## src/rtl/mrco_pkg.sv

```systemverilog
// Package for the matroid rank and closure oracle.
// Holds field widths, command and register codes, the sequencer state type
// and the control struct for the shared rank unit. No dependencies.
package mrco_pkg;

    // Widths of the item fields.
    localparam int KIND_W      = 1;
    localparam int INDEX_W     = 14;
    localparam int SET_W       = 16;
    localparam int RANK_W      = 6;
    localparam int ELEM_CNT_W  = 5;
    localparam int ENTRY_CNT_W = 15;

    // Item kinds.
    localparam logic [KIND_W-1:0] KIND_LOAD  = 1'b0;
    localparam logic [KIND_W-1:0] KIND_QUERY = 1'b1;

    // Configuration port geometry and register select codes (paddr[2]).
    localparam int APB_ADDR_W  = 3;
    localparam int APB_DATA_W  = 32;
    localparam int REG_SEL_BIT = 2;
    localparam logic REG_ELEMENT_COUNT = 1'b0;
    localparam logic REG_ENTRY_COUNT   = 1'b1;

    // Register reset values.
    localparam logic [ELEM_CNT_W-1:0]  ELEM_CNT_RST  = 5'd16;
    localparam logic [ENTRY_CNT_W-1:0] ENTRY_CNT_RST = 15'd0;

    // Rank value when no basis entry is seen.
    localparam logic signed [RANK_W-1:0] RANK_NONE = -6'sd1;

    // Sequencer states.
    typedef enum logic [2:0] {
        S_IDLE,
        S_START,
        S_SCAN,
        S_DRAIN,
        S_DECIDE,
        S_PICK,
        S_DONE
    } t_state;

    // Control from the sequencer to the rank unit.
    typedef struct packed {
        logic clear;
        logic vld;
    } t_unit_ctrl;

endpackage

```

## src/rtl/mrco_cfg_regs.sv

```systemverilog
// APB-style configuration registers: element count and entry count.
// Depends on mrco_pkg for widths, reset values and register codes.
module mrco_cfg_regs (
    input  logic                               i_clk,
    input  logic                               i_rst_n,
    input  logic                               psel,
    input  logic                               penable,
    input  logic                               pwrite,
    input  logic [mrco_pkg::APB_ADDR_W-1:0]    paddr,
    input  logic [mrco_pkg::APB_DATA_W-1:0]    pwdata,
    output logic [mrco_pkg::APB_DATA_W-1:0]    prdata,
    output logic                               pready,
    output logic [mrco_pkg::ELEM_CNT_W-1:0]    o_element_count,
    output logic [mrco_pkg::ENTRY_CNT_W-1:0]   o_entry_count
);
    logic [mrco_pkg::ELEM_CNT_W-1:0]  r_element_count;
    logic [mrco_pkg::ENTRY_CNT_W-1:0] r_entry_count;
    logic                             wr_en;
    logic                             reg_sel;

    assign pready  = 1'b1;
    assign wr_en   = psel && penable && pwrite && pready;
    assign reg_sel = paddr[mrco_pkg::REG_SEL_BIT];

    // Register writes in the access phase.
    always_ff @(posedge i_clk) begin
        if (!i_rst_n) begin
            r_element_count <= mrco_pkg::ELEM_CNT_RST;
            r_entry_count   <= mrco_pkg::ENTRY_CNT_RST;
        end else if (wr_en) begin
            unique case (reg_sel)
                mrco_pkg::REG_ELEMENT_COUNT: begin
                    r_element_count <= pwdata[mrco_pkg::ELEM_CNT_W-1:0];
                end
                mrco_pkg::REG_ENTRY_COUNT: begin
                    r_entry_count <= pwdata[mrco_pkg::ENTRY_CNT_W-1:0];
                end
                default: begin
                end
            endcase
        end
    end

    // Read mux.
    always_comb begin
        unique case (reg_sel)
            mrco_pkg::REG_ELEMENT_COUNT: prdata = mrco_pkg::APB_DATA_W'(r_element_count);
            mrco_pkg::REG_ENTRY_COUNT:   prdata = mrco_pkg::APB_DATA_W'(r_entry_count);
            default:                     prdata = '0;
        endcase
    end

    assign o_element_count = r_element_count;
    assign o_entry_count   = r_entry_count;
endmodule

```

## config.mk

```make
export PLATFORM = sky130hd
export DESIGN_NAME = mrco_cfg_regs
export DESIGN_NICKNAME = d
export VERILOG_FILES = /design/src/rtl/mrco_pkg.sv /design/src/rtl/mrco_cfg_regs.sv
export SDC_FILE = /design/constraint.sdc
export NUM_CORES = 1
export LEC_CHECK = 0
export BUFFER_PORTS_ARGS = -buffer_cell sky130_fd_sc_hd__buf_4
export CAP_MARGIN = 10
export CORE_MARGIN = 1.5
export CORE_UTILIZATION = 41
export DETAILED_ROUTE_END_ITERATION = 6
export HOLD_SLACK_MARGIN = 0.15
export PLACE_DENSITY = 0.91
export SYNTH_ARGS = -nofsm -noshare
export SYNTH_HDL_FRONTEND = slang
export SYNTH_SLANG_ARGS = --single-unit
export TNS_END_PERCENT = 1
```

## constraint.sdc

```tcl
create_clock -name i_clk -period 1.8 [get_ports i_clk]
set_input_delay 0.09 -clock i_clk [delete_from_list [all_inputs] [get_ports i_clk]]
set_output_delay 0.09 -clock i_clk [all_outputs]
set_load 0.03 [all_outputs]
```

# ---- Yosys cells after proc, flatten, opt, wreduce, memory -nomap -nowiden
# Index checks and enable logic that the tools add are counted.
dict set report op_classes {
  muxes 1
  n_bitwise 1
  reduce_logical 4
}
# operator n
set op_table {}
lappend op_table {{case mux 32 bit (2 select lines)} 1}
lappend op_table {{AND reduction 2 bit} 2}
lappend op_table {{logical AND 1 bit} 2}
lappend op_table {{inverter 1 bit} 1}
dict set report word_totals {
  reg_bits 20
  input_bits 40
  output_inout_bits 53
  elab_cells 8
}

# ---- Logic depth before layout (Yosys ltp)
dict set report depth {
  ltp_word 3
  depth_mapped 5
  mapped_depth_nobuf 2
}

# ---- Worst setup path before layout
# No wires, ideal clock.
dict set report synth_timing {
  path_type {register to output}
  startpoint {register r_entry_count, in the netlist o_entry_count[10]}
  endpoint {output prdata[10] in the netlist's numbering}
  t_arrival_ps 845
  t_required_ps 1710
  path_slack_ps 865
  path_stages_with_launch 2
  n_path_buf 0
  cell_sequence {dfxtp_1 -> and2_1}
}
dict set report synth_via {
  elab_chain_len 1
}
# item line
set synth_rtl {}
lappend synth_rtl {{start, declared} mrco_cfg_regs.sv:17} ;# logic [mrco_pkg::ENTRY_CNT_W-1:0] r_entry_count;
lappend synth_rtl {{start signal, assigned} mrco_cfg_regs.sv:29} ;# r_entry_count <= mrco_pkg::ENTRY_CNT_RST;
lappend synth_rtl {{start signal, assigned} mrco_cfg_regs.sv:36} ;# r_entry_count <= pwdata[mrco_pkg::ENTRY_CNT_W-1:0];
lappend synth_rtl {{case mux 32 bit (2 select lines)} mrco_cfg_regs.sv:46} ;# unique case (reg_sel)
lappend synth_rtl {{end, declared} mrco_cfg_regs.sv:11} ;# output logic [mrco_pkg::APB_DATA_W-1:0] prdata,
# Every way passes these cells. The select of a mux whose other input is x is not followed.

# ---- Worst setup path after layout
dict set report layout_timing {
  startpoint {register r_entry_count, in the netlist o_entry_count[3]}
  endpoint {output prdata[3] in the netlist's numbering}
}
# The elaborated chain is that of the path after synthesis.

==> impl_results.md <==
- Critical path's top delay family: flip-flops
- Drt initial violations: 22
- Sequential Power Share: about half
- First-pass GRT wire length: slightly below 4000 um
- Placed Area: 1410 um2
- Post-CTS sizing: 0
- Primary FF master, synth: dfxtp_1
- Vias per cell: roughly 4.4
- #FFs+latches synth: 20
- Count leader, synth: nand2_1
- Number of antenna diodes: 0
- Post-Syn Area per Cell: ~9 um2
- CP endpoint kind: output port
- Share of cells above drive strength 1: around 36%
- Distinct cells, synth: 15
- Final Max Tran Viols: 0
- Vias in the first global route: 856
- Logic pwr share: about a quarter
- Ys async rst share: 0%
- HP Class: input port to flip-flop
- Synth Warn #: 0
- Skew-Pair Late Insertion Delay: roughly 0.30 ns
- EDFF count, synth: 0
- Cts bufs inserted: 3
- Initial antenna violation count: 0
- Max VDD drop: approximately 0.5 mV
- Clk sinks: 20
- CP Cell Sequence: mux2_2 > buf_4
- NetSw: ~280 uW
- Overall Global Routing Usage: between 10% and 20%
- Final Setup Violations: 0
- Max cap viols: 0
- Maximum fanout along the worst path: 3
- Rows: 18
- Synthesized area: ~1100 um2
- P&R area growth vs syn: 44.7%
- Hold_buf cts: 15
- Final #Nets: around 230
- Register area share after synthesis: between 30 and 40%
- Final HPWL DP: approximately 1600 um
- Power density over the cells: around 590 nW/um2
- RSZ-0062 raised after global routing: false
- Total die area: 3020 um2
- Post-CTS Setup Bufs: 0
- F_max: between 0.8 and 0.9 GHz
- Hold WS: roughly 0.17 ns
- Slowest cell on crit path: dfxtp_1
- CTS max path bufs: 2
- I/O pin total: 93
- Clk Tree Root Cell: clkbuf_4
- Cells after Synth: 121
- Clock transition at path regs: about 0.11 ns
- Initial core utilization: 43.8%
- Grt ovf: 0
- Placed cell count: 196
- Worst Path Buf+Inv: 1
- Leading area contributor after synthesis: dfxtp_1
- Power Internal: approximately 670 uW
- H-tree depth: 1
- DIE WIDTH: 54.9 um
- Detailed Route WL: 2560 um
- Startpoint type of the worst setup path: flip-flop
- Final instance count without filler cells: around 220
- Hold Vio Cnt, Final: 0
- Largest net degree at the start of global routing: 37
- Static Leak: 0.000797 uW
- Antenna viol nets, final: 0
- Vias: 956
- Synth top area share: 36.2%
- Arrival @ worst endpoint: approximately 1.1 ns
- Outcome: completed
- CTS tree: built
- Setup TNS: 0 ns
- Sw Ratio: roughly 30%
- Cell area after layout: about 1600 um2
- Core area: between 2000 and 3000 um2
- DRC: 0
- Count of input and output buffers: 55
- Synth top area cells: dfxtp_1 36%, mux2i_1 18%, buf_4 12%, nand2_1 12%, and2_1 5.7%
- WL/cell: roughly 12 um
- Fin crit share: roughly two thirds
- Placer Congestion: roughly 0.71
- Commonest cells in the netlist: 34 x nand2_1, 20 x dfxtp_1, 20 x mux2i_1
- Clk_skew: 0 ns
- DRT Pass-1 Iters: 4
- Largest stage delay on the critical path: around 0.34 ns
- Crit path required time: around 1.7 ns
- Clock power share: ~28%
- Die height: 54.9 um
- Tmin final: approximately 1.2 ns
- Kind of critical path: flip-flop to output port
==> power by group through the flow <==
stage,sequential (uW),clock (uW),combinational (uW)
floorplan,487,0,148
global placement,469,0,195
detailed placement,469,0,197
CTS,459,267,223
global route,461,286,242
finish,460,260,225
==> flip-flops by register name, summed over array words and instances, names as in the netlist <==
signal,count
o_element_count,5
o_entry_count,15
==> placed cells by master, fill, tap and decap left out, drive strengths merged <==
cell | netlist | layout
mux2 | 5 | 5
dlygate4sd3 | 0 | 15
mux2i | 20 | 20
nand2 | 34 | 34
and4 | 1 | 1
nand4b | 1 | 1
conb | 2 | 18
nor2b | 2 | 2
buf | 23 | 55
dfxtp | 20 | 20
and2 | 10 | 10
clkbuf | 3 | 4
==> final timing paths <==
check,cells after the start,end,start,slack [ns]
setup / recovery,2,prdata[3],o_entry_count[3],0.63
setup reg to reg,2,o_entry_count[6],o_entry_count[6],1.15
hold / removal,3,o_element_count[3],penable,0.17
hold reg to reg,2,o_entry_count[13],o_entry_count[13],0.48
==> cell families (layout without fill, tap and decap cells) <==
logic type,after synthesis,after routing,share of synthesized area (%)
flip-flops,20,20,36.2
AND/OR/NAND/NOR,48,48,21.5
buffers and inverters,26,74,18.3
other,2,18,0.680
multiplexers,25,25,23.2
==> layout make-up <==
cell class,count,area [um2]
Fill cell,222,923
Timing Repair Buffer,70,563
Multi-Input combinational cell,91,562
Sequential cell,20,400
Tap cell,30,37.5
Clock buffer,4,36.3
==> worst register-to-register path, stage by stage, from the launching register on <==
cell     delay [ns]
dfxtp_1        0.39
nand2_1        0.06
mux2i_1        0.13
==> metal layers <==
metal  track usage, %  share of wire (%)  vias up
met2             36.7                 55       43
met1             18.6                 38      436
li1                 -                  -      475
met3             5.11                6.4        2
met4             6.10                1.1        0
met5                0                  0        -
==> per-stage QoR <==
stage	util (%)	setup WS (ns)	total power, uW
floorplan	-	0.865	635
global placement	56.0	0.786	664
detailed placement	56.0	0.744	666
CTS	63.4	0.625	949
global route	63.4	0.580	989
finish	63.4	0.633	945
Note: power is estimated with default switching activity, not from simulation.
