===== config.mk =====
export PLATFORM = sky130hd
export DESIGN_NAME = mrco_rank_unit
export DESIGN_NICKNAME = d
export VERILOG_FILES = /design/src/rtl/mrco_pkg.sv /design/src/rtl/mrco_rank_unit.sv
export SDC_FILE = /design/constraint.sdc
export NUM_CORES = 1
export LEC_CHECK = 0
export BUFFER_PORTS_ARGS = -buffer_cell sky130_fd_sc_hd__buf_2
export CAP_MARGIN = 10
export CORE_ASPECT_RATIO = 1.1
export CORE_MARGIN = 2
export CORE_UTILIZATION = 45
export DETAILED_ROUTE_END_ITERATION = 6
export GPL_ROUTABILITY_DRIVEN = 0
export PLACE_DENSITY = 0.85
export SLEW_MARGIN = 20
export SYNTH_ARGS = -nofsm -noshare
export SYNTH_HDL_FRONTEND = slang
export SYNTH_SLANG_ARGS = --single-unit

===== constraint.sdc =====
create_clock -name i_clk -period 15.1 [get_ports i_clk]
set_input_delay 2.265 -clock i_clk [delete_from_list [all_inputs] [get_ports i_clk]]
set_output_delay 2.265 -clock i_clk [all_outputs]
set_load 0.01 [all_outputs]

===== src/rtl/mrco_pkg.sv =====
// Package for the matroid rank and closure oracle.
// Holds field widths, command and register codes, the sequencer state type
// and the control struct for the shared rank unit. No dependencies.
package mrco_pkg;

    // Widths of the item fields.
    localparam int KIND_W      = 1;
    localparam int INDEX_W     = 14;
    localparam int SET_W       = 16;
    localparam int RANK_W      = 6;
    localparam int ELEM_CNT_W  = 5;
    localparam int ENTRY_CNT_W = 15;

    // Item kinds.
    localparam logic [KIND_W-1:0] KIND_LOAD  = 1'b0;
    localparam logic [KIND_W-1:0] KIND_QUERY = 1'b1;

    // Configuration port geometry and register select codes (paddr[2]).
    localparam int APB_ADDR_W  = 3;
    localparam int APB_DATA_W  = 32;
    localparam int REG_SEL_BIT = 2;
    localparam logic REG_ELEMENT_COUNT = 1'b0;
    localparam logic REG_ENTRY_COUNT   = 1'b1;

    // Register reset values.
    localparam logic [ELEM_CNT_W-1:0]  ELEM_CNT_RST  = 5'd16;
    localparam logic [ENTRY_CNT_W-1:0] ENTRY_CNT_RST = 15'd0;

    // Rank value when no basis entry is seen.
    localparam logic signed [RANK_W-1:0] RANK_NONE = -6'sd1;

    // Sequencer states.
    typedef enum logic [2:0] {
        S_IDLE,
        S_START,
        S_SCAN,
        S_DRAIN,
        S_DECIDE,
        S_PICK,
        S_DONE
    } t_state;

    // Control from the sequencer to the rank unit.
    typedef struct packed {
        logic clear;
        logic vld;
    } t_unit_ctrl;

endpackage


===== src/rtl/mrco_rank_unit.sv =====
// Shared rank unit: popcount of the test set ANDed with one table entry,
// kept as a running maximum over flagged entries. Depends on mrco_pkg.
module mrco_rank_unit #(
    parameter int SW = 16
) (
    input  logic                                i_clk,
    input  logic                                i_rst_n,
    input  mrco_pkg::t_unit_ctrl                i_ctrl,
    input  logic [SW-1:0]                       i_test_set,
    input  logic [SW-1:0]                       i_entry_set,
    input  logic                                i_entry_flag,
    output logic signed [mrco_pkg::RANK_W-1:0]  o_best
);
    logic signed [mrco_pkg::RANK_W-1:0] r_best;
    logic signed [mrco_pkg::RANK_W-1:0] n_best;
    logic [SW-1:0]                      masked;
    logic [mrco_pkg::RANK_W-1:0]        cnt;

    // Population count of the intersection.
    always_comb begin
        masked = i_test_set & i_entry_set;
        cnt    = '0;
        for (int k = 0; k < SW; k++) begin
            cnt = cnt + mrco_pkg::RANK_W'(masked[k]);
        end
    end

    // Running maximum over flagged entries.
    always_comb begin
        n_best = r_best;
        if (i_ctrl.clear) begin
            n_best = mrco_pkg::RANK_NONE;
        end else if (i_ctrl.vld && i_entry_flag && ($signed(cnt) > r_best)) begin
            n_best = $signed(cnt);
        end
    end

    always_ff @(posedge i_clk) begin
        if (!i_rst_n) begin
            r_best <= mrco_pkg::RANK_NONE;
        end else begin
            r_best <= n_best;
        end
    end

    assign o_best = r_best;
endmodule


; ---- After elaboration in Yosys (flattened, before gate mapping)
; Index checks and enable logic that the tools add are counted.
[word_totals]
register_bits = 6
out_inout_bits = 6
[op_classes]
n_bitwise = 2
n_reduce_logical = 3
order_cmp = 1
n_addsub = 15
[op_table]
columns = op, n
row1 = adder 6 x 1 -> 6 bit, 10
row2 = bitwise AND 16 bit, 1
row3 = adder 5 x 1 -> 6 bit, 1
row4 = greater-than comparator 6 bit, 1
row5 = adder 4 x 1 -> 5 bit, 1
row6 = adder 3 x 1 -> 4 bit, 1
row7 = adder 2 x 1 -> 3 bit, 1
row8 = adder 1 x 1 -> 2 bit, 1
row9 = logical AND 1 bit, 2
row10 = OR reduction 2 bit, 1
row11 = inverter 1 bit, 1

; ---- Longest topological paths before layout
; Gate-level depths: netlist of run 1.
[logic_depth]
depth_word = 18
mapped_depth = 17

; ---- Worst setup path after synthesis of run 1
; OpenSTA, ideal clock, no wires.
[synth_path]
path_type = input port to flip-flop
startpoint = in i_test_set[5]
endpoint = reg r_best (netlist bit o_best[0])
stages = 16
arrival_ps = 6415
setup_time_ps = 145
required_time_ps = 14955
path_slack_ps = 8540
path_cell_list = and2_1 > fa_1 > inv_1 > fa_1 > fa_1 > fa_1 > inv_1 > ha_1 > and3_1 > or3_1 > and2_1 > ha_1 > and4b_4 > a31oi_4 > o21a_4 > o211ai_2
[synth_via]
elab_chain_len = 14
[synth_rtl]
columns = item, line
row1 = start: declaration, mrco_rank_unit.sv:9  ; input logic [SW-1:0] i_test_set,
row2 = bitwise AND 16 bit, mrco_rank_unit.sv:21  ; masked = i_test_set & i_entry_set;
row3 = adder 5 x 1 -> 6 bit, mrco_rank_unit.sv:24  ; cnt = cnt + mrco_pkg::RANK_W'(masked[k]);
row4 = adder 6 x 1 -> 6 bit (10 in series), mrco_rank_unit.sv:24
row5 = "named net cnt, one bit", mrco_rank_unit.sv:17  ; logic [mrco_pkg::RANK_W-1:0] cnt;
row6 = greater-than comparator 6 bit, mrco_rank_unit.sv:33  ; end else if (i_ctrl.vld && i_entry_flag && ($signed(cnt) > r_best)) begin
row7 = logical AND 1 bit, mrco_rank_unit.sv:33
row8 = end signal: assignment, mrco_rank_unit.sv:40  ; r_best <= mrco_pkg::RANK_NONE;
row9 = end signal: assignment, mrco_rank_unit.sv:42  ; r_best <= n_best;
row10 = end: declaration, mrco_rank_unit.sv:14  ; logic signed [mrco_pkg::RANK_W-1:0] r_best;
; The timed path passes the listed nets, and every way through them passes these cells.
; A chain may end at the register's enable or synchronous reset.

; ---- Worst setup path after layout of run 1
[layout_path]
startpoint = in i_test_set[5]
endpoint = reg r_best (netlist bit o_best[3])
; The elaborated chain is that of the path after synthesis.

==> flow_summary.ini, run 1 <==
[status]
status = finished clean

[pwr]
p_leak_uw = 0.000592
swShare = 0.434
power.switching_uw = 43.2
pwr-share-seq = 0.171
p_per_area_mw_per_mm2 = 92.0
p_int_uw = 56.2
pwr-share-comb = 0.675
irDropWorstVdd_v = 0.0000546
clkPwrFrac = 0.154

[routing]
routed_via_density = 5.06
antenna_left = 0
wl_per_cell_um = 11.6
dr.pass1.iters = 3
vias = 754
drcViolationCount = 0
routed_wl_um = 1730
drt_iter0_drc = 1

[logic_synthesis]
ys_ff_latch = 6
yosysWarnings = 0
syn_inst = 86
avgSynthCellArea_um2 = 9.60
yosysSeqAreaShare = 0.145
synth_cell_types = 21
syn_area_um2 = 826
syn-num-nets = 143

[finish]
drive_gt1_frac = 0.412
layout-area-overhead-vs-synth_pct = 30.9
largest_reg_flops = 6
finalNetCount = 190
final_cells = 149
diodes = 0

[cts]
postCtsHoldBufs = 0
post_cts_resized = 0
clk_pin_slew_ns = 0.05
clk_path_buf_depth = 2
postCtsSetupBuffers = 0
numCtsBuffers = 3
cts_root_buffer = clkbuf_4
tritoncts = built
h-tree-depth = 1
clk-insertion-delay-late_ns = 0.25
cts.sinks = 6

[timing]
setup_viol = 0
tightest_slew_ns = 0.566
max-slew-margin-rel = 0.622
period_share = 0.439
skew_ns = 0.00404
slew_violations = 0
setup_tns_ns = 0
rsz0062_at_grt = false
period_needed_ns = 6.63
fmax_ghz = 0.151
finalHoldViolCount = 0

[placed_design]
dp_hpwl_um = 1600
io_buffers = 42
post-place-cells = 146

[worst_hold_path]
min_path_type = reg -> reg
hold_path_depth = 2

[worst_setup_path]
critical_path_arrival_ns = 6.74
startpoint_type = primary input
critPathKind = in -> reg
end_kind = flip-flop
path_max_fanout = 6
r2r_cells = 6
worstPathRequired_ns = 15.20
rrSetupSlack_ns = 13.41

[global_route]
grt_overflow = 0
grt_pass1_vias = 835
grt_use_total = 0.201
antenna_found_initial = 0
grt_pass1_wl_um = 3240
grt_max_degree = 7

[floorplanning]
chipWidth_um = 44.8
start_util = 0.469
num_rows = 16
coreArea_mm2 = 0.00176
die-area_mm2 = 0.00219
fp.dieH_um = 48.9
boundaryPins = 43

[flow_run]
cap_violations = 0
[placed cells by master, fill, tap and decap left out]
cell / netlist / final
a211oi_1: 1 / 1
a21o_1: 1 / 1
a21oi_1: 1 / 1
a31oi_4: 1 / 1
and2_1: 5 / 5
and3_1: 1 / 1
and4b_4: 1 / 1
buf_2: 0 / 42
clkbuf_4: 0 / 3
dfxtp_1: 6 / 6
fa_1: 10 / 10
ha_1: 10 / 10
inv_1: 14 / 14
nand2_1: 16 / 16
nand3_1: 1 / 1
nor2b_1: 3 / 3
o2111ai_1: 1 / 1
o211ai_1: 4 / 4
o211ai_2: 5 / 5
o21a_4: 2 / 2
o21ai_1: 1 / 1
or3_1: 1 / 1
xor2_1: 1 / 1
[critical path, cell delays in order]
cell and delay (ns):
buf_2 0.09, and2_1 0.16, fa_1 0.53, inv_1 0.05
fa_1 0.49, fa_1 0.53, fa_1 0.56, inv_1 0.04
ha_1 0.21, fa_1 0.41, a21oi_1 0.19, nor2b_1 0.09
ha_1 0.31, a211oi_1 0.25, nand2_1 0.18, o2111ai_1 0.28
o211ai_2 0.12
[metrics by stage]
stage	util	total power, µW	instance area (µm²)	setup WS, ns	hold WS, ns
CTS	0.614	101	1080	8.48	0.491
global placement	0.601	81.1	1060	8.36	0.472
floorplan	-	67.5	826	8.54	0.487
detailed placement	0.601	85.3	1060	8.22	0.483
finish	0.614	99.4	1080	8.47	0.506
global route	0.614	111	1080	8.24	0.549
[area by class of cell]
type                    instances  area, µm²
clock buffers                   3       22.5
well taps                      18       22.5
inverters                      14       52.6
repair buffers                 42        210
multi-input cells              66        653
fillers                       162        681
flip-flops and latches          6        120
[synthesized netlist by cell type, drive strengths merged]
library cell | n | area share
nand2 | 16 | 0.073
and3 | 1 | 0.0076
and2 | 5 | 0.038
a21o | 1 | 0.0091
nor2b | 3 | 0.023
o21ai | 1 | 0.0061
o21a | 2 | 0.036
nand3 | 1 | 0.0061
ha | 10 | 0.15
a211oi | 1 | 0.0091
a31oi | 1 | 0.026
o211ai | 9 | 0.11
or3 | 1 | 0.0076
inv | 14 | 0.064
a21oi | 1 | 0.0061
xor2 | 1 | 0.011
fa | 10 | 0.24
and4b | 1 | 0.017
dfxtp | 6 | 0.15
o2111ai | 1 | 0.011
[power by group through the flow]
stage	combinational (µW)	sequential, µW	clock, µW
2_1_floorplan	49.8	17.7	0
3_3_place_gp	63.8	17.3	0
3_5_place_dp	67.9	17.3	0
4_1_cts	68.4	17.0	15.8
5_1_grt	77.4	17.1	16.5
6_report	67.1	17.0	15.3
[logic make-up after synthesis]
kind of cell | after synthesis | share of synthesized area
AND/OR/NAND/NOR | 28 | 0.171
AO/OA/AOI/OAI | 17 | 0.215
adder cells (fa/ha/maj) | 20 | 0.394
buffers and inverters | 14 | 0.0636
XOR/XNOR | 1 | 0.0106
flip-flops | 6 | 0.145
[metal layers]
metal | GRT usage | part of all wire | up-vias
met3 | 0.0185 | 0.060 | 9
met4 | 0.147 | 0.045 | 0
met2 | 0.372 | 0.54 | 36
met5 | 0 | 0 | -
met1 | 0.192 | 0.35 | 330
li1 | - | - | 379
[final timing paths]
check | from | endpoint
worst max register to register | o_best[4] | o_best[3]
worst max-delay path | i_test_set[5] | o_best[3]
worst min-delay path | o_best[5] | o_best[5]
worst min register to register | o_best[5] | o_best[5]
Note: power is estimated with default switching activity, not from simulation.
==> run 2, diff against run 1 <==
- CORE_UTILIZATION: 45 -> 40
- PLACE_DENSITY: 0.85 -> 0.8
- clock period: 15.1 -> 5.7 ns (I/O delays scaled with it)
==> flow_summary.ini, run 2 (synthesis gave the netlist of run 1 again) <==
[floorplanning]
boundaryPins = 43
chipWidth_um = 47.3
coreArea_mm2 = 0.00198
start_util = 0.417
fp.dieH_um = 51.7
die-area_mm2 = 0.00244
num_rows = 17

[pwr]
clkPwrFrac = 0.150
pwr-share-comb = 0.676
p_leak_uw = 0.000592
pwr-share-seq = 0.173
p_per_area_mw_per_mm2 = 239
irDropWorstVdd_v = 0.000130
p_int_uw = 149
power.switching_uw = 113
finalPower_uw = 262
swShare = 0.431

[finish]
mostFrequentLayoutCells = buf_2 (42), nand2_1 (16), inv_1 (14), fa_1 (10), ha_1 (10)
diodes = 0
layout-area-overhead-vs-synth_pct = 32.4
fillers = 189
largest_reg_flops = 6
fin_util = 0.553
drive_gt1_frac = 0.412
layout_commonest_cell = buf_2
finalNetCount = 190

[timing]
slew_violations = 0
rsz0062_at_grt = false
setup_tns_ns = 0
skew_ns = 0.00203
finalHoldViolCount = 0
fmax_ghz = 0.193
max-slew-margin-rel = 0.618
tightest_slew_ns = 0.572
setup_viol = 0
period_share = 0.911
period_needed_ns = 5.19

[cts]
tritoncts = built
clk-insertion-delay-late_ns = 0.25
postCtsHoldBufs = 0
postCtsSetupBuffers = 0
post_cts_resized = 0
clk_path_buf_depth = 2
clk_pin_slew_ns = 0.04
cts.sinks = 6
h-tree-depth = 1
cts_root_buffer = clkbuf_4
numCtsBuffers = 3

[placed_design]
dp_hpwl_um = 1560
io_buffers = 42

[worst_setup_path]
path_max_fanout = 6
path_buf_inv = 3
startpoint_type = primary input
timing.critical_path.max_delay_family = adder cells
critical_path_arrival_ns = 5.29
cpPeakStageDelay_ns = 0.55
cp_cell_sequence = buf_2, and2_1, fa_1, inv_1, fa_1, fa_1, fa_1, inv_1, ha_1, and3_1, or3_1, and2_1, ha_1, and4b_4, a31oi_4, o21a_4, o211ai_2
worstPathRequired_ns = 5.80
end_kind = flip-flop
crit_path_top_delay_cell = fa_1
crit_top_cell = fa_1
critPathKind = in -> reg

[global_route]
antenna_found_initial = 0
grt_pass1_wl_um = 2650
grt_use_total = 0.152
grt_pass1_vias = 721
grt_max_degree = 7
grt_overflow = 0

[routing]
drt_iter0_drc = 1
antenna_left = 0
routed_via_density = 4.77
routed_wl_um = 1620
vias = 759
drcViolationCount = 0
dr.pass1.iters = 3
wl_per_cell_um = 10.2

[worst_hold_path]
min_path_type = reg -> reg

[flow_run]
cap_violations = 0

[status]
status = finished clean
-- run 2: final timing paths --
| kind | startpoint | to | slack [ns] | depth (start not counted) |
|---|---|---|---|---|
| max | i_test_set[5] | o_best[4] | 0.51 | 17 |
| min | o_best[5] | o_best[5] | 0.48 | 2 |
| max reg2reg | o_best[4] | o_best[3] | 4.04 | 6 |
| min reg2reg | o_best[5] | o_best[5] | 0.48 | 2 |
-- run 2: worst reg2reg max path: stages (launching register included) --
cell and delay [ns]:
dfxtp_1 0.32, inv_1 0.07, ha_1 0.33, a211oi_1 0.25, nand2_1 0.18, o2111ai_1 0.26, o211ai_2 0.11
-- run 2: metrics by stage --
stage / hold slack [ns] / cells / setup WS (ns) / cell area [µm²]
final: 0.482 / 159 / 0.509 / 1090
after global routing: 0.523 / 159 / 0.297 / 1090
after CTS: 0.488 / 159 / 0.478 / 1090
after detailed placement: 0.474 / 156 / 0.211 / 1070
after global placement: 0.478 / 156 / 0.344 / 1070
after floorplan: 0.487 / 86 / 0.550 / 826
-- run 2: final cells by class --
type	count	area [µm²]	share of cell area
multi-input combinational	66	653	0.597
timing repair buffer	42	210	0.192
sequential	6	120	0.110
tap	28	35.0	0.0320
clock buffer	3	22.5	0.0206
inverter	14	52.6	0.0481
-- run 2: layer usage --
| metal | global-route usage | vias to the layer above | share of wire |
|---|---|---|---|
| li1 | - | 381 | - |
| met1 | 0.149 | 338 | 0.37 |
| met2 | 0.293 | 35 | 0.54 |
| met3 | 0 | 5 | 0.064 |
| met4 | 0.0972 | 0 | 0.024 |
| met5 | 0 | - | 0 |
-- run 2: power groups by stage --
stage          combinational, µW  sequential [µW]  clock [µW]
6_report                     177             45.3        39.4
5_1_grt                      206             45.4        43.4
4_1_cts                      183             45.3        40.8
3_5_place_dp                 181             46.1           0
3_3_place_gp                 170             45.9           0
2_1_floorplan                132             46.8           0
